===== config.mk =====
export PLATFORM = sky130hd
export DESIGN_NAME = sd_card_spi_host_sequencer_top
export DESIGN_NICKNAME = d
export VERILOG_FILES = /design/src/sdh_pkg.sv /design/src/sd_card_spi_host_sequencer_top.sv /design/src/sdh_front.sv /design/src/sdh_back.sv
export SDC_FILE = /design/constraint.sdc
export NUM_CORES = 1
export LEC_CHECK = 0
export BUFFER_PORTS_ARGS = -buffer_cell sky130_fd_sc_hd__buf_2
export CAP_MARGIN = 25
export CORE_MARGIN = 3
export CORE_UTILIZATION = 30
export CTS_CLUSTER_DIAMETER = 150
export DETAILED_ROUTE_END_ITERATION = 8
export GPL_ROUTABILITY_DRIVEN = 0
export PLACE_DENSITY = 0.44
export SYNTH_ARGS = -nofsm -noshare
export SYNTH_HDL_FRONTEND = slang
export SYNTH_HIERARCHICAL = 1
export SYNTH_SLANG_ARGS = --single-unit

===== constraint.sdc =====
create_clock -name clk -period 11.75 [get_ports clk]
set_input_delay 2.35 -clock clk [delete_from_list [all_inputs] [get_ports clk]]
set_output_delay 2.35 -clock clk [all_outputs]
set_load 0.01 [all_outputs]

===== src/sdh_pkg.sv =====
// ----------------------------------------------------------------------------
// sdh_pkg: shared types and constants for the SD card SPI host sequencer
// Holds item kinds, status codes, register indexes and the configuration set.
// ----------------------------------------------------------------------------
package sdh_pkg;

    localparam int BLOCK_BYTES   = 512;
    localparam int WAKE_BYTES_DF = 10;
    localparam int QUEUE_DEPTH   = 2;

    // input mode codes
    localparam logic [2:0] MODE_INIT  = 3'd0;
    localparam logic [2:0] MODE_READ  = 3'd1;
    localparam logic [2:0] MODE_WRITE = 3'd2;
    localparam logic [2:0] MODE_CAP   = 3'd3;
    localparam logic [2:0] MODE_BYTE  = 3'd4;
    localparam logic [2:0] MODE_TICK  = 3'd5;

    // register indexes
    localparam logic [2:0] REG_RD_TOK  = 3'd0;
    localparam logic [2:0] REG_BUSY    = 3'd1;
    localparam logic [2:0] REG_PROG    = 3'd2;
    localparam logic [2:0] REG_INIT    = 3'd3;
    localparam logic [2:0] REG_RETRIES = 3'd4;
    localparam logic [2:0] REG_POLLS   = 3'd5;

    // status codes
    localparam logic [1:0] ST_OK     = 2'd0;
    localparam logic [1:0] ST_NOCARD = 2'd1;
    localparam logic [1:0] ST_ERR    = 2'd2;
    localparam logic [1:0] ST_TMO    = 2'd3;

    typedef enum logic [2:0] {
        K_INIT, K_READ, K_WRITE, K_CAP, K_BYTE, K_TICK, K_NONE
    } sdh_kind_t;

    typedef struct packed {
        sdh_kind_t    kind;
        logic [7:0]   rx;
        logic [7:0]   wd;
        logic [31:0]  sector;
        logic [15:0]  count;
    } sdh_item_t;

    typedef struct packed {
        logic [15:0] rd_tok_ms;
        logic [15:0] busy_ms;
        logic [15:0] prog_ms;
        logic [15:0] init_ms;
        logic [3:0]  retries;
        logic [7:0]  polls;
    } sdh_cfg_t;

endpackage


===== src/sd_card_spi_host_sequencer_top.sv =====
// ----------------------------------------------------------------------------
// sd_card_spi_host_sequencer_top: SPI-mode SD card host sequencer
// Drives card init, block reads and writes and the capacity query, at most
// one SPI byte exchange per result.
// ----------------------------------------------------------------------------
// Usage:
//   req channel (valid/ready) carries one item: a request, a finished byte
//   exchange with the received byte, or a millisecond tick. res channel
//   (valid/ready) returns at most one result per item: the next byte to send
//   with chip select and clock speed, a read payload byte, or the end of a
//   request with status, card kind and sector count. Ticks and ignored items
//   give no result.
//   An accepted item waits in an entry of the two-entry item queue, then the
//   sequencer handles it and writes its result into the result register. The
//   sequencer takes one item per cycle, so items flow back to back while the
//   result register is free or being taken.
//   When the receiver stalls, the result register holds and the queue fills;
//   req_ready drops when both queue entries are full.
//   Reset returns the sequencer to idle, slow clock, no card, and loads the
//   timeout, retry and poll registers with their defaults.
// ----------------------------------------------------------------------------
module sd_card_spi_host_sequencer_top #(
    parameter int WAKE_BYTES = sdh_pkg::WAKE_BYTES_DF
) (
    input  logic         clk,
    input  logic         rst_n,
    input  logic         cfg_we,
    input  logic [2:0]   cfg_index,
    input  logic [15:0]  cfg_data,
    input  logic         req_valid,
    output logic         req_ready,
    input  logic [2:0]   mode,
    input  logic [7:0]   rx_byte,
    input  logic [7:0]   write_data,
    input  logic [31:0]  start_sector,
    input  logic [15:0]  block_count,
    output logic         res_valid,
    input  logic         res_ready,
    output logic [7:0]   tx_byte,
    output logic         tx_valid,
    output logic         chip_select,
    output logic         fast_clock,
    output logic         need_payload,
    output logic [7:0]   read_byte,
    output logic         read_valid,
    output logic         done_res,
    output logic [1:0]   status,
    output logic [1:0]   card_kind,
    output logic [31:0]  sector_count
);
    import sdh_pkg::*;

    sdh_cfg_t   cfg_reg;
    sdh_item_t  q_item;
    logic       q_valid, q_pop;

    always_ff @(posedge clk or negedge rst_n)
    begin
        if (!rst_n)
        begin
            cfg_reg.rd_tok_ms <= 16'd500;
            cfg_reg.busy_ms   <= 16'd500;
            cfg_reg.prog_ms   <= 16'd1000;
            cfg_reg.init_ms   <= 16'd2000;
            cfg_reg.retries   <= 4'd5;
            cfg_reg.polls     <= 8'd10;
        end
        else if (cfg_we)
        begin
            case (cfg_index)
                REG_RD_TOK:  cfg_reg.rd_tok_ms <= cfg_data;
                REG_BUSY:    cfg_reg.busy_ms   <= cfg_data;
                REG_PROG:    cfg_reg.prog_ms   <= cfg_data;
                REG_INIT:    cfg_reg.init_ms   <= cfg_data;
                REG_RETRIES: cfg_reg.retries   <= cfg_data[3:0];
                REG_POLLS:   cfg_reg.polls     <= cfg_data[7:0];
                default: ;
            endcase
        end
    end

    sdh_front u_front (
        .clk          (clk),
        .rst_n        (rst_n),
        .req_valid    (req_valid),
        .req_ready    (req_ready),
        .mode         (mode),
        .rx_byte      (rx_byte),
        .write_data   (write_data),
        .start_sector (start_sector),
        .block_count  (block_count),
        .q_valid      (q_valid),
        .q_item       (q_item),
        .q_pop        (q_pop)
    );

    sdh_back #(
        .WAKE_BYTES (WAKE_BYTES)
    ) u_back (
        .clk          (clk),
        .rst_n        (rst_n),
        .cfg          (cfg_reg),
        .q_valid      (q_valid),
        .q_item       (q_item),
        .q_pop        (q_pop),
        .res_valid    (res_valid),
        .res_ready    (res_ready),
        .tx_byte      (tx_byte),
        .tx_valid     (tx_valid),
        .chip_select  (chip_select),
        .fast_clock   (fast_clock),
        .need_payload (need_payload),
        .read_byte    (read_byte),
        .read_valid   (read_valid),
        .done_res     (done_res),
        .status       (status),
        .card_kind    (card_kind),
        .sector_count (sector_count)
    );

    // a request end never starts an exchange
    a_done_idle: assert property (@(posedge clk) disable iff (!rst_n)
        res_valid && done_res |-> !tx_valid && chip_select && !need_payload)
        else $error("request end carries an exchange");

    a_payload_sel: assert property (@(posedge clk) disable iff (!rst_n)
        res_valid && need_payload |-> tx_valid && !chip_select)
        else $error("payload request without selected exchange");

    a_read_exch: assert property (@(posedge clk) disable iff (!rst_n)
        res_valid && read_valid |-> tx_valid && !done_res && !chip_select)
        else $error("read byte outside a data exchange");

    a_sectors: assert property (@(posedge clk) disable iff (!rst_n)
        res_valid && sector_count != 32'd0 |-> done_res && status == ST_OK)
        else $error("sector count outside successful end");

endmodule


===== src/sdh_front.sv =====
// ----------------------------------------------------------------------------
// sdh_front: input stage and item queue
// Accepts items, decodes the mode into a kind, drops unused modes and
// queues the rest for the sequencer.
// ----------------------------------------------------------------------------
module sdh_front (
    input  logic                clk,
    input  logic                rst_n,
    input  logic                req_valid,
    output logic                req_ready,
    input  logic [2:0]          mode,
    input  logic [7:0]          rx_byte,
    input  logic [7:0]          write_data,
    input  logic [31:0]         start_sector,
    input  logic [15:0]         block_count,
    output logic                q_valid,
    output sdh_pkg::sdh_item_t  q_item,
    input  logic                q_pop
);
    import sdh_pkg::*;

    localparam int PW = $clog2(QUEUE_DEPTH);

    sdh_item_t       mem [QUEUE_DEPTH];
    logic [PW-1:0]   wr_ptr_reg, rd_ptr_reg;
    logic [PW:0]     count_reg, count_next;
    sdh_kind_t       kind;
    logic            push;

    always_comb
    begin
        unique case (mode)
            MODE_INIT:  kind = K_INIT;
            MODE_READ:  kind = K_READ;
            MODE_WRITE: kind = K_WRITE;
            MODE_CAP:   kind = K_CAP;
            MODE_BYTE:  kind = K_BYTE;
            MODE_TICK:  kind = K_TICK;
            default:    kind = K_NONE;
        endcase
    end

    assign req_ready = (count_reg != (PW+1)'(QUEUE_DEPTH));
    // drop unused modes at the door
    assign push      = req_valid && req_ready && (kind != K_NONE);
    assign q_valid   = (count_reg != '0);
    assign q_item    = mem[rd_ptr_reg];

    always_comb
    begin
        count_next = count_reg;
        if (push && !(q_pop && q_valid))
        begin
            count_next = count_reg + 1'b1;
        end
        else if (!push && q_pop && q_valid)
        begin
            count_next = count_reg - 1'b1;
        end
    end

    always_ff @(posedge clk or negedge rst_n)
    begin
        if (!rst_n)
        begin
            wr_ptr_reg <= '0;
            rd_ptr_reg <= '0;
            count_reg  <= '0;
        end
        else
        begin
            count_reg <= count_next;
            if (push)
            begin
                wr_ptr_reg <= wr_ptr_reg + 1'b1;
            end
            if (q_pop && q_valid)
            begin
                rd_ptr_reg <= rd_ptr_reg + 1'b1;
            end
        end
    end

    always_ff @(posedge clk)
    begin
        if (push)
        begin
            mem[wr_ptr_reg] <= '{kind: kind, rx: rx_byte, wd: write_data,
                                 sector: start_sector, count: block_count};
        end
    end

endmodule


===== src/sdh_back.sv =====
// ----------------------------------------------------------------------------
// sdh_back: card sequencer and result register
// Carries out queued items against the command sequence state, one per cycle
// while the result register is free, and holds each result until it is taken.
// ----------------------------------------------------------------------------
module sdh_back #(
    parameter int WAKE_BYTES = sdh_pkg::WAKE_BYTES_DF
) (
    input  logic                clk,
    input  logic                rst_n,
    input  sdh_pkg::sdh_cfg_t   cfg,
    input  logic                q_valid,
    input  sdh_pkg::sdh_item_t  q_item,
    output logic                q_pop,
    output logic                res_valid,
    input  logic                res_ready,
    output logic [7:0]          tx_byte,
    output logic                tx_valid,
    output logic                chip_select,
    output logic                fast_clock,
    output logic                need_payload,
    output logic [7:0]          read_byte,
    output logic                read_valid,
    output logic                done_res,
    output logic [1:0]          status,
    output logic [1:0]          card_kind,
    output logic [31:0]         sector_count
);
    import sdh_pkg::*;

    typedef enum logic [1:0] { PH_IDLE, PH_CMD, PH_POLL, PH_X } phase_t;
    typedef enum logic [1:0] { OP_INIT, OP_READ, OP_WRITE, OP_CAP } op_t;
    typedef enum logic [5:0] {
        A_WAKE, A_CMD0, A_CMD0X, A_NOCARD, A_CMD8GO, A_CMD8, A_R7, A_R7CHK,
        A_V2_41, A_V2_41R, A_V2_CHK, A_CMD58, A_OCR, A_SETLEN, A_CMD16, A_CMD16CHK,
        A_V1GO, A_V1_41, A_V1_41R, A_V1_CHK1, A_V1L_41, A_V1L_R, A_V1L_CHK,
        A_RD1, A_RDM, A_RDNEXT, A_TOK, A_RDATA, A_CRC, A_STOPOK, A_STOPF,
        A_WR1, A_WRM, A_WRNEXT, A_RDY, A_WTOKEN, A_WDATA, A_WCRC, A_WRESP,
        A_STOPTOK, A_STOPSENT, A_OKTAIL, A_CSD, A_CAPDONE, A_OK, A_ERR, A_TMO
    } act_t;

    localparam logic [9:0] BLK  = 10'(BLOCK_BYTES);
    localparam logic [9:0] WAKE = 10'(WAKE_BYTES);

    phase_t       phase_reg, phase_next;
    act_t         act_reg, act_next, wait_reg, wait_next, a2, nxt;
    op_t          op_reg, op_next;
    logic         multi_reg, multi_next;
    logic [1:0]   kind_reg, kind_next;
    logic         fast_reg, fast_next;
    logic [47:0]  shift_reg, shift_next, shift_tmp;
    logic [31:0]  resp_reg, resp_next;
    logic [63:0]  csd_reg [2];
    logic [63:0]  csd_next [2];
    logic [9:0]   bc_reg, bc_next, b;
    logic [15:0]  blocks_reg, blocks_next;
    logic [7:0]   poll_reg, poll_next;
    logic [3:0]   retry_reg, retry_next;
    logic [15:0]  dl_reg, dl_next;
    logic [7:0]   r1_reg, r1_next;

    logic         do_cmd, do_xb, do_fin, do_emit, run_go, produce;
    logic [5:0]   cmd_c;
    logic [31:0]  cmd_arg, addr;
    logic [7:0]   cmd_crc, xb_tx, emit_tx, x, rd_b;
    logic         xb_cs, xb_need, rd_v;
    logic [1:0]   fin_st;
    logic [31:0]  sectors;

    function automatic logic [7:0] csd_byte(logic [63:0] w0, logic [63:0] w1,
                                            logic [3:0] k);
        logic [63:0] w;
        w = k[3] ? w1 : w0;
        w = w << {k[2:0], 3'b000};
        return w[63:56];
    endfunction

    function automatic logic [31:0] csd_sectors(logic [63:0] w0, logic [63:0] w1);
        logic [21:0]        c22;
        logic [32:0]        s33;
        logic [11:0]        c12;
        logic [12:0]        v;
        logic [2:0]         m;
        logic signed [5:0]  e;
        logic [5:0]         ne;
        logic [31:0]        r;
        if (csd_byte(w0, w1, 4'd0)[7:6] == 2'b01)
        begin
            c22 = {csd_byte(w0, w1, 4'd7)[5:0], csd_byte(w0, w1, 4'd8),
                   csd_byte(w0, w1, 4'd9)};
            s33 = (33'(c22) + 33'd1) << 10;
            r   = s33[32] ? 32'hFFFF_FFFF : s33[31:0];
        end
        else
        begin
            c12 = {csd_byte(w0, w1, 4'd6)[1:0], csd_byte(w0, w1, 4'd7),
                   csd_byte(w0, w1, 4'd8)[7:6]};
            m   = {csd_byte(w0, w1, 4'd9)[1:0], csd_byte(w0, w1, 4'd10)[7]};
            v   = 13'(c12) + 13'd1;
            e   = $signed({3'b000, m}) + $signed({2'b00, csd_byte(w0, w1, 4'd5)[3:0]})
                  - 6'sd7;
            ne  = 6'(-e);
            if (e >= 0)
            begin
                r = 32'(v) << e[3:0];
            end
            else
            begin
                r = 32'(v >> ne[2:0]);
            end
        end
        return r;
    endfunction

    assign q_pop = q_valid && (!res_valid || res_ready);

    always_comb
    begin
        phase_next  = phase_reg;   act_next   = act_reg;   wait_next = wait_reg;
        op_next     = op_reg;      multi_next = multi_reg; kind_next = kind_reg;
        fast_next   = fast_reg;    shift_next = shift_reg; resp_next = resp_reg;
        csd_next[0] = csd_reg[0];  csd_next[1] = csd_reg[1];
        bc_next     = bc_reg;      blocks_next = blocks_reg; poll_next = poll_reg;
        retry_next  = retry_reg;   dl_next    = dl_reg;    r1_next   = r1_reg;
        do_cmd = 1'b0; do_xb = 1'b0; do_fin = 1'b0; do_emit = 1'b0; run_go = 1'b0;
        cmd_c = '0; cmd_arg = '0; cmd_crc = 8'h01; xb_tx = 8'hFF; xb_cs = 1'b0;
        xb_need = 1'b0; emit_tx = 8'hFF; fin_st = ST_OK; nxt = act_reg;
        rd_b = '0; rd_v = 1'b0; sectors = '0; x = q_item.rx; b = '0; a2 = act_reg;
        shift_tmp = '0; addr = '0;

        if (q_pop)
        begin
            case (q_item.kind)
                K_INIT, K_READ, K_WRITE, K_CAP:
                begin
                    if (phase_reg == PH_IDLE)
                    begin
                        if (q_item.kind == K_INIT)
                        begin
                            op_next = OP_INIT; kind_next = 2'd0; fast_next = 1'b0;
                            bc_next = '0;
                            do_xb = 1'b1; xb_cs = 1'b1; nxt = A_WAKE;
                        end
                        else if (q_item.kind == K_CAP)
                        begin
                            op_next = OP_CAP; multi_next = 1'b0;
                            do_cmd = 1'b1; cmd_c = 6'd9; nxt = A_CSD;
                        end
                        else
                        begin
                            addr = (kind_reg == 2'd3) ? q_item.sector
                                                      : {q_item.sector[22:0], 9'b0};
                            blocks_next = q_item.count;
                            multi_next  = (q_item.count != 16'd1);
                            do_cmd  = 1'b1;
                            cmd_arg = addr;
                            if (q_item.kind == K_READ)
                            begin
                                op_next = OP_READ;
                                cmd_c = multi_next ? 6'd18 : 6'd17;
                                nxt   = multi_next ? A_RDM : A_RD1;
                            end
                            else
                            begin
                                op_next = OP_WRITE;
                                cmd_c = multi_next ? 6'd25 : 6'd24;
                                nxt   = multi_next ? A_WRM : A_WR1;
                            end
                        end
                    end
                end
                K_TICK:
                begin
                    if (dl_reg != '0)
                    begin
                        dl_next = dl_reg - 1'b1;
                    end
                end
                K_BYTE:
                begin
                    unique case (phase_reg)
                        PH_CMD:
                        begin
                            b = bc_reg + 1'b1;
                            bc_next = b;
                            if (b < 10'd6)
                            begin
                                shift_tmp = shift_reg << {b[2:0], 3'b000};
                                do_emit = 1'b1; emit_tx = shift_tmp[47:40];
                            end
                            else
                            begin
                                poll_next = '0;
                                if (cfg.polls == '0)
                                begin
                                    r1_next = 8'hFF; x = 8'hFF; run_go = 1'b1;
                                end
                                else
                                begin
                                    phase_next = PH_POLL; do_emit = 1'b1;
                                end
                            end
                        end
                        PH_POLL:
                        begin
                            if (!x[7])
                            begin
                                r1_next = x; run_go = 1'b1;
                            end
                            else
                            begin
                                poll_next = poll_reg + 1'b1;
                                if (poll_next >= cfg.polls)
                                begin
                                    r1_next = 8'hFF; x = 8'hFF; run_go = 1'b1;
                                end
                                else
                                begin
                                    do_emit = 1'b1;
                                end
                            end
                        end
                        PH_X:    run_go = 1'b1;
                        default: ;
                    endcase
                end
                default: ;
            endcase

            if (run_go)
            begin
                // resolve actions that fall straight through to another one
                a2 = act_reg;
                if (act_reg == A_RDY && x == 8'hFF)
                begin
                    a2 = wait_reg;
                end
                else if (act_reg == A_V1L_CHK && r1_next == 8'h00)
                begin
                    a2 = A_SETLEN;
                end
                else if (act_reg == A_RDM && x == 8'h00)
                begin
                    a2 = A_RDNEXT;
                end
                else if (act_reg == A_WRM && x == 8'h00)
                begin
                    a2 = A_WRNEXT;
                end
                else if (act_reg == A_CRC && (bc_next + 1'b1) >= 10'd2 &&
                         op_reg != OP_CAP && multi_reg)
                begin
                    bc_next = bc_next + 1'b1;
                    blocks_next = blocks_next - 1'b1;
                    a2 = A_RDNEXT;
                end
                else if (act_reg == A_WRESP && x[4:0] == 5'h05 && multi_reg)
                begin
                    blocks_next = blocks_next - 1'b1;
                    a2 = A_WRNEXT;
                end

                unique case (a2)
                    A_WAKE:
                    begin
                        b = bc_next + 1'b1; bc_next = b;
                        if (b < WAKE)
                        begin
                            do_xb = 1'b1; xb_cs = 1'b1; nxt = A_WAKE;
                        end
                        else
                        begin
                            retry_next = '0;
                            if (cfg.retries == '0)
                            begin
                                do_xb = 1'b1; xb_cs = 1'b1; nxt = A_NOCARD;
                            end
                            else
                            begin
                                do_cmd = 1'b1; cmd_c = 6'd0; nxt = A_CMD0;
                            end
                        end
                    end
                    A_CMD0:
                    begin
                        do_xb = 1'b1;
                        xb_cs = (x == 8'h01);
                        nxt   = (x == 8'h01) ? A_CMD8GO : A_CMD0X;
                    end
                    A_CMD0X:
                    begin
                        retry_next = retry_next + 1'b1;
                        if (retry_next < cfg.retries)
                        begin
                            do_cmd = 1'b1; cmd_c = 6'd0; nxt = A_CMD0;
                        end
                        else
                        begin
                            do_xb = 1'b1; xb_cs = 1'b1; nxt = A_NOCARD;
                        end
                    end
                    A_NOCARD:
                    begin
                        do_fin = 1'b1; fin_st = ST_NOCARD;
                    end
                    A_CMD8GO:
                    begin
                        do_cmd = 1'b1; cmd_c = 6'd8; cmd_arg = 32'h0000_01AA; nxt = A_CMD8;
                    end
                    A_CMD8:
                    begin
                        do_xb = 1'b1;
                        if (x == 8'h01)
                        begin
                            bc_next = '0; resp_next = '0; nxt = A_R7;
                        end
                        else
                        begin
                            xb_cs = 1'b1; nxt = A_V1GO;
                        end
                    end
                    A_R7, A_OCR:
                    begin
                        resp_next = {resp_next[23:0], x};
                        b = bc_next + 1'b1; bc_next = b;
                        do_xb = 1'b1;
                        if (b < 10'd4)
                        begin
                            nxt = a2;
                        end
                        else
                        begin
                            xb_cs = 1'b1;
                            if (a2 == A_R7)
                            begin
                                nxt = A_R7CHK;
                            end
                            else
                            begin
                                kind_next = resp_next[30] ? 2'd3 : 2'd2;
                                nxt = A_SETLEN;
                            end
                        end
                    end
                    A_R7CHK:
                    begin
                        if (resp_next[15:8] != 8'h01 || resp_next[7:0] != 8'hAA)
                        begin
                            do_fin = 1'b1; fin_st = ST_ERR;
                        end
                        else
                        begin
                            dl_next = cfg.init_ms;
                            do_cmd = 1'b1; cmd_c = 6'd55; nxt = A_V2_41;
                        end
                    end
                    A_V2_41:
                    begin
                        do_cmd = 1'b1; cmd_c = 6'd41; cmd_arg = 32'h4000_0000; nxt = A_V2_41R;
                    end
                    A_V2_41R:
                    begin
                        do_xb = 1'b1; xb_cs = 1'b1; nxt = A_V2_CHK;
                    end
                    A_V2_CHK, A_V1L_CHK:
                    begin
                        if (a2 == A_V2_CHK && r1_next == 8'h00)
                        begin
                            do_cmd = 1'b1; cmd_c = 6'd58; nxt = A_CMD58;
                        end
                        else if (dl_next == '0)
                        begin
                            do_fin = 1'b1; fin_st = ST_TMO;
                        end
                        else
                        begin
                            do_cmd = 1'b1; cmd_c = 6'd55;
                            nxt = (a2 == A_V2_CHK) ? A_V2_41 : A_V1L_41;
                        end
                    end
                    A_CMD58:
                    begin
                        do_xb = 1'b1;
                        if (x == 8'h00)
                        begin
                            bc_next = '0; resp_next = '0; nxt = A_OCR;
                        end
                        else
                        begin
                            xb_cs = 1'b1; nxt = A_SETLEN;
                        end
                    end
                    A_SETLEN:
                    begin
                        if (kind_next == 2'd3)
                        begin
                            fast_next = 1'b1; do_fin = 1'b1; fin_st = ST_OK;
                        end
                        else
                        begin
                            do_cmd = 1'b1; cmd_c = 6'd16; cmd_arg = 32'(BLOCK_BYTES);
                            nxt = A_CMD16;
                        end
                    end
                    A_CMD16:
                    begin
                        do_xb = 1'b1; xb_cs = 1'b1; nxt = A_CMD16CHK;
                    end
                    A_CMD16CHK:
                    begin
                        do_fin = 1'b1;
                        if (r1_next != 8'h00)
                        begin
                            fin_st = ST_ERR;
                        end
                        else
                        begin
                            fast_next = 1'b1; fin_st = ST_OK;
                        end
                    end
                    A_V1GO:
                    begin
                        do_cmd = 1'b1; cmd_c = 6'd55; nxt = A_V1_41;
                    end
                    A_V1_41:
                    begin
                        do_cmd = 1'b1; cmd_c = 6'd41; nxt = A_V1_41R;
                    end
                    A_V1_41R:
                    begin
                        do_xb = 1'b1; xb_cs = 1'b1; nxt = A_V1_CHK1;
                    end
                    A_V1_CHK1:
                    begin
                        if (r1_next <= 8'h01)
                        begin
                            kind_next = 2'd1; dl_next = cfg.init_ms;
                            do_cmd = 1'b1; cmd_c = 6'd55; nxt = A_V1L_41;
                        end
                        else
                        begin
                            do_fin = 1'b1; fin_st = ST_ERR;
                        end
                    end
                    A_V1L_41:
                    begin
                        do_cmd = 1'b1; cmd_c = 6'd41; nxt = A_V1L_R;
                    end
                    A_V1L_R:
                    begin
                        do_xb = 1'b1; xb_cs = 1'b1; nxt = A_V1L_CHK;
                    end
                    A_RD1, A_CSD:
                    begin
                        do_xb = 1'b1;
                        if (x != 8'h00)
                        begin
                            xb_cs = 1'b1; nxt = A_ERR;
                        end
                        else
                        begin
                            dl_next = cfg.rd_tok_ms; nxt = A_TOK;
                        end
                    end
                    A_RDM, A_WRM:
                    begin
                        do_xb = 1'b1; xb_cs = 1'b1; nxt = A_ERR;
                    end
                    A_RDNEXT:
                    begin
                        if (blocks_next == '0)
                        begin
                            do_cmd = 1'b1; cmd_c = 6'd12; nxt = A_STOPOK;
                        end
                        else
                        begin
                            dl_next = cfg.rd_tok_ms; do_xb = 1'b1; nxt = A_TOK;
                        end
                    end
                    A_TOK:
                    begin
                        if (x == 8'hFE)
                        begin
                            bc_next = '0; do_xb = 1'b1; nxt = A_RDATA;
                        end
                        else if (x != 8'hFF || dl_next == '0)
                        begin
                            if (op_reg == OP_READ && multi_reg)
                            begin
                                do_cmd = 1'b1; cmd_c = 6'd12; nxt = A_STOPF;
                            end
                            else
                            begin
                                do_xb = 1'b1; xb_cs = 1'b1; nxt = A_TMO;
                            end
                        end
                        else
                        begin
                            do_xb = 1'b1; nxt = A_TOK;
                        end
                    end
                    A_RDATA:
                    begin
                        if (op_reg == OP_CAP)
                        begin
                            csd_next[bc_next[3]] = {csd_reg[bc_next[3]][55:0], x};
                        end
                        else
                        begin
                            rd_b = x; rd_v = 1'b1;
                        end
                        b = bc_next + 1'b1; bc_next = b;
                        do_xb = 1'b1;
                        if (b < ((op_reg == OP_CAP) ? 10'd16 : BLK))
                        begin
                            nxt = A_RDATA;
                        end
                        else
                        begin
                            bc_next = '0; nxt = A_CRC;
                        end
                    end
                    A_CRC:
                    begin
                        b = bc_next + 1'b1; bc_next = b;
                        do_xb = 1'b1;
                        if (b < 10'd2)
                        begin
                            nxt = A_CRC;
                        end
                        else
                        begin
                            xb_cs = 1'b1;
                            nxt = (op_reg == OP_CAP) ? A_CAPDONE : A_OK;
                        end
                    end
                    A_STOPOK:
                    begin
                        do_xb = 1'b1; xb_cs = 1'b1; nxt = A_OK;
                    end
                    A_STOPF:
                    begin
                        do_xb = 1'b1; xb_cs = 1'b1; nxt = A_TMO;
                    end
                    A_WR1:
                    begin
                        do_xb = 1'b1;
                        if (x != 8'h00)
                        begin
                            xb_cs = 1'b1; nxt = A_ERR;
                        end
                        else
                        begin
                            dl_next = cfg.busy_ms; wait_next = A_WTOKEN; nxt = A_RDY;
                        end
                    end
                    A_WRNEXT:
                    begin
                        dl_next = cfg.busy_ms; do_xb = 1'b1; nxt = A_RDY;
                        wait_next = (blocks_next == '0) ? A_STOPTOK : A_WTOKEN;
                    end
                    A_RDY:
                    begin
                        do_xb = 1'b1;
                        if (dl_next == '0)
                        begin
                            xb_cs = 1'b1; nxt = A_TMO;
                        end
                        else
                        begin
                            nxt = A_RDY;
                        end
                    end
                    A_WTOKEN:
                    begin
                        bc_next = '0; do_xb = 1'b1; xb_need = 1'b1; nxt = A_WDATA;
                        xb_tx = multi_reg ? 8'hFC : 8'hFE;
                    end
                    A_WDATA:
                    begin
                        do_xb = 1'b1;
                        if (bc_next < BLK)
                        begin
                            b = bc_next + 1'b1; bc_next = b;
                            xb_tx = q_item.wd; xb_need = (b < BLK); nxt = A_WDATA;
                        end
                        else
                        begin
                            bc_next = '0; nxt = A_WCRC;
                        end
                    end
                    A_WCRC:
                    begin
                        b = bc_next + 1'b1; bc_next = b;
                        do_xb = 1'b1;
                        nxt = (b < 10'd2) ? A_WCRC : A_WRESP;
                    end
                    A_WRESP:
                    begin
                        do_xb = 1'b1;
                        if (x[4:0] != 5'h05)
                        begin
                            xb_cs = 1'b1; nxt = A_ERR;
                        end
                        else
                        begin
                            dl_next = cfg.prog_ms; wait_next = A_OKTAIL; nxt = A_RDY;
                        end
                    end
                    A_STOPTOK:
                    begin
                        do_xb = 1'b1; xb_tx = 8'hFD; nxt = A_STOPSENT;
                    end
                    A_STOPSENT:
                    begin
                        dl_next = cfg.prog_ms; wait_next = A_OKTAIL;
                        do_xb = 1'b1; nxt = A_RDY;
                    end
                    A_OKTAIL:
                    begin
                        do_xb = 1'b1; xb_cs = 1'b1; nxt = A_OK;
                    end
                    A_CAPDONE:
                    begin
                        sectors = csd_sectors(csd_reg[0], csd_reg[1]);
                        do_fin = 1'b1; fin_st = ST_OK;
                    end
                    A_OK:
                    begin
                        do_fin = 1'b1; fin_st = ST_OK;
                    end
                    A_ERR:
                    begin
                        do_fin = 1'b1; fin_st = ST_ERR;
                    end
                    default:
                    begin
                        do_fin = 1'b1; fin_st = ST_TMO;
                    end
                endcase
            end

            cmd_crc = (cmd_c == 6'd0) ? 8'h95 : (cmd_c == 6'd8) ? 8'h87 : 8'h01;
            if (do_cmd)
            begin
                shift_next = {8'h40 | {2'b00, cmd_c}, cmd_arg, cmd_crc};
                bc_next    = '0;
                act_next   = nxt;
                phase_next = PH_CMD;
            end
            else if (do_xb)
            begin
                act_next   = nxt;
                phase_next = PH_X;
            end
            else if (do_fin)
            begin
                phase_next = PH_IDLE;
            end
        end
    end

    assign produce = do_cmd || do_xb || do_fin || do_emit;

    always_ff @(posedge clk or negedge rst_n)
    begin
        if (!rst_n)
        begin
            phase_reg  <= PH_IDLE;
            act_reg    <= A_WAKE;
            wait_reg   <= A_WAKE;
            op_reg     <= OP_INIT;
            multi_reg  <= 1'b0;
            kind_reg   <= '0;
            fast_reg   <= 1'b0;
            shift_reg  <= '0;
            resp_reg   <= '0;
            bc_reg     <= '0;
            blocks_reg <= '0;
            poll_reg   <= '0;
            retry_reg  <= '0;
            dl_reg     <= '0;
            r1_reg     <= '0;
            res_valid  <= 1'b0;
        end
        else
        begin
            phase_reg  <= phase_next;
            act_reg    <= act_next;
            wait_reg   <= wait_next;
            op_reg     <= op_next;
            multi_reg  <= multi_next;
            kind_reg   <= kind_next;
            fast_reg   <= fast_next;
            shift_reg  <= shift_next;
            resp_reg   <= resp_next;
            bc_reg     <= bc_next;
            blocks_reg <= blocks_next;
            poll_reg   <= poll_next;
            retry_reg  <= retry_next;
            dl_reg     <= dl_next;
            r1_reg     <= r1_next;
            if (q_pop && produce)
            begin
                res_valid <= 1'b1;
            end
            else if (res_ready)
            begin
                res_valid <= 1'b0;
            end
        end
    end

    // result payload and card data store need no reset
    always_ff @(posedge clk)
    begin
        csd_reg[0] <= csd_next[0];
        csd_reg[1] <= csd_next[1];
        if (q_pop && produce)
        begin
            tx_byte      <= do_fin ? 8'h00 : (do_cmd ? (8'h40 | {2'b00, cmd_c})
                                            : (do_emit ? emit_tx : xb_tx));
            tx_valid     <= !do_fin;
            chip_select  <= do_fin || (do_xb && xb_cs);
            need_payload <= do_xb && xb_need;
            fast_clock   <= fast_next;
            read_byte    <= rd_b;
            read_valid   <= rd_v;
            done_res     <= do_fin;
            status       <= do_fin ? fin_st : ST_OK;
            card_kind    <= kind_next;
            sector_count <= sectors;
        end
    end

endmodule

==> impl_results.md <==
* DP HPWL at 74.5 mm
* Vias per inst at 5.65
* Drt wl/cell at 23.2 um
* Unrepaired setup endpoints after global routing: no
* Post-synth EDFFs at 314
* Initial DRC count at 2,690
* CP endpoint kind: flip-flop
* Buf/Inv on CP at 2
* Layout cells sized above 1 at 20.2%
* Clock-pin slew on the worst setup and hold paths at 0.06 ns
* All-Layer GR Usage at 18.9%
* Leading cell type in the layout, fill and taps excluded: nand2_1
* Root Driver: clkbuf_16
* Combinational share of power at 37.9%
* Die Height at 327 um
* Setup TNS at 0 ns
* # Max-Cap Violations at 0
* Most frequent cells in the layout: 324 x nand2_1, 314 x edfxtp_1, 206 x nor2_1
* Max-slew headroom at 19.0%
* Clk buf depth at 3
* Synth warn at 6
* Part of the Yosys area used for sequential elements at 48.5%
* Failing checks: DRC
* Initial antenna violation count at 4
* Final Cycle Share at 73.2%
* Clock power share at 27.7%
* Most frequent CP cell: a32o_1
* Post-CTS Setup Bufs at 0
* Slew @ Worst Pin at 1.22 ns
* Slowest CP cell: a22oi_1
* Post-Syn Nets at 3,099
* Net Switching at 2.94 mW
* Initial Util at 30.3%
* Crit path kind: flip-flop to flip-flop
* # H-tree levels at 3
* # hold bufs at CTS at 0
* Clock Latency Late Sink at 0.64 ns
* Port bufs at 150
* Delay-heaviest family, CP: compound AO/OA/AOI/OAI gates
* Final wirelength at 104 mm
* Post-Syn Area per Cell at 10.4 um2
* Crit path DAT at 8.85 ns
* Max frequency at 116 MHz
* TritonRoute pass-1 iters at 9
* Worst-path fanout max at 58
* Max reg flops at 134
* Design Area, Final at 35,200 um2
* Area Growth Syn to Fin at 14.0%
* Via Count at 25,300
* CTS buffer count at 66
* # setup viols final at 0
* Worst Hold Margin at 0.477 ns
* Slowest stage delay, CP at 0.99 ns
* Flop pwr share at 34.3%
* Met2 GRT Util at 30.7%
* # clock sinks at 534
* Die Footprint at 107,000 um2
* Post-CTS resize count at 0
* Minimum clock period at 8.60 ns
* Worst EP required at 12.00 ns
* Layout Skew at 0.0305 ns
* Final hold violations at 0
* Pins over their slew limit at 0
* Final ANT Viol Nets at 0
* Largest net degree at the start of global routing at 111
* Row cnt at 117
* First-pass GRT wire length at 157 mm
* Drt drc at 1
* Top_reg_cell synth: edfxtp_1
* Sw frac at 39.6%
* Yosys cell types at 129
* CTS tree: built
* Met3 Use GR at 3.63%
* Aggregate global routing overflow at 0
* Status: finished, violations left
* Met1 Use GR at 25.3%
* Peak supply drop at 0.0000829 V
* Leak at 13.2 nW
* Post-synthesis async set-or-reset flop share at 41.2%
* Cell Area, Synth at 30,900 um2
* Worst setup SP type: flip-flop
* Yosys reg bits at 534
* Internal power at 4.48 mW
* Global routing's busiest layer: met2
* Vias in the first global route at 25,000
* Hold Crit Class: flip-flop to flip-flop
* I/O pin total at 151
* Cell Chain, Critical Path: mux2_2 -> and4bb_4 -> nand2_1 -> a22oi_1 -> and3_1 -> a32o_1 -> inv_1 -> nor3_4 -> nor2_1 -> xnor2_1 -> ha_1 -> nand4_1 -> o32ai_1 -> a21oi_1 -> a32o_1 -> a211o_1 -> a21o_1 -> a21boi_0 -> o22ai_1 -> and2_1 -> a31oi_4 -> buf_4
* Net count, final at 3,179
* Post-Syn Instances at 2,972
* Core box area at 102,000 um2
* DP Area at 32,900 um2
* Die W at 327 um
* Pwr/cell area at 211 nW/um2
## cell families (layout without fill, tap and decap cells)
| kind of cell | Yosys count | in the layout | share of synthesized area, % |
|---|---|---|---|
| buffers and inverters | 248 | 382 | 3.57 |
| other | 0 | 1 | 0 |
| AND/OR/NAND/NOR | 997 | 997 | 16.1 |
| AO/OA/AOI/OAI | 799 | 799 | 17.6 |
| XOR/XNOR | 74 | 74 | 2.10 |
| multiplexers | 283 | 283 | 10.6 |
| adder cells (fa/ha/maj) | 37 | 37 | 1.52 |
| flip-flops | 534 | 534 | 48.5 |
## power groups by stage
stage               logic [mW]  registers, mW  clock network (mW)
detailed placement        2.74           2.59                   0
finish                    2.82           2.55                2.06
global placement          2.73           2.57                   0
global route              3.02           2.58                2.20
CTS                       2.75           2.55                2.13
floorplan                 1.91           2.49                   0
## cells in the mapped netlist, types with 13 or more instances
master / n / area, um2
xor2_1: 30 / 263
nand3_1: 86 / 430
nor2b_1: 21 / 131
o211ai_1: 39 / 293
and3_1: 33 / 206
or3_1: 19 / 119
nand4_1: 32 / 200
a21o_1: 16 / 120
and2_1: 26 / 163
o31ai_1: 54 / 405
inv_1: 59 / 221
a222oi_1: 16 / 160
mux2i_1: 62 / 621
buf_2: 49 / 245
o22ai_1: 18 / 113
o2bb2ai_1: 15 / 131
or2_2: 13 / 81.3
mux2_2: 187 / 2110
a31oi_1: 27 / 169
mux2_4: 20 / 300
clkbuf_1: 110 / 413
o21ai_0: 201 / 1010
dfstp_2: 28 / 736
a211oi_1: 24 / 180
a21oi_1: 169 / 846
edfxtp_1: 314 / 9430
a221oi_1: 13 / 114
xnor2_1: 44 / 385
nor4_1: 34 / 213
ha_1: 35 / 438
or4_1: 19 / 143
nor3_1: 80 / 400
o21ai_1: 13 / 65.1
nor2_1: 209 / 785
dfrtp_1: 192 / 4800
nand2_1: 325 / 1220
nand2b_1: 24 / 150
## final cells by class
class	count	area [um2]
tap	1368	1710
multi-input combinational	2190	14900
clock inverter	31	368
timing repair buffer	200	1160
fill	10300	66800
clock buffer	91	1850
sequential	534	15000
inverter	60	225
antenna	1	2.50
## per-layer routing
| metal | vias to the layer above | wire [um] | part of all wire, % |
|---|---|---|---|
| met5 | - | 7 | 0.0067 |
| met4 | 2 | 3390 | 3.3 |
| met3 | 242 | 7390 | 7.1 |
| met2 | 1104 | 48400 | 47 |
| met1 | 12500 | 44500 | 43 |
| li1 | 11500 | - | - |
## through the flow
| stage | util, % | cells | power, mW | setup WS [ns] |
|---|---|---|---|---|
| after global routing | 34.5 | 4474 | 7.80 | 2.54 |
| final | 34.5 | 4475 | 7.42 | 3.15 |
| after global placement | 32.3 | 4347 | 5.30 | 3.56 |
| after floorplan | - | 2972 | 4.40 | 2.20 |
| after CTS | 34.5 | 4470 | 7.43 | 3.25 |
| after detailed placement | 32.3 | 4348 | 5.33 | 3.31 |
## worst min-delay path: stages, from the launching register on
cell,delay (ns)
dfrtp_1,0.34
nand2_1,0.05
o21ai_0,0.06
## final timing paths
kind	start	end	slack, ns	depth (start not counted)
setup / recovery	u_front/rd_ptr_reg$_DFFE_PN0P_	u_back/sector_count[14]$_SDFFCE_PN0P_	3.15	22
hold / removal	u_back/resp_reg[8]$_DFFE_PN0P_	u_back/resp_reg[8]$_DFFE_PN0P_	0.48	2
setup reg to reg	u_front/rd_ptr_reg$_DFFE_PN0P_	u_back/sector_count[14]$_SDFFCE_PN0P_	3.15	22
hold reg to reg	u_back/resp_reg[8]$_DFFE_PN0P_	u_back/resp_reg[8]$_DFFE_PN0P_	0.48	2
max in group asynchronous	rst_n	u_front/rd_ptr_reg$_DFFE_PN0P_	8.29	2
min in group asynchronous	rst_n	cfg_reg[58]$_DFFE_PN0P_	1.72	1
Power figures use the tool's default switching activity.
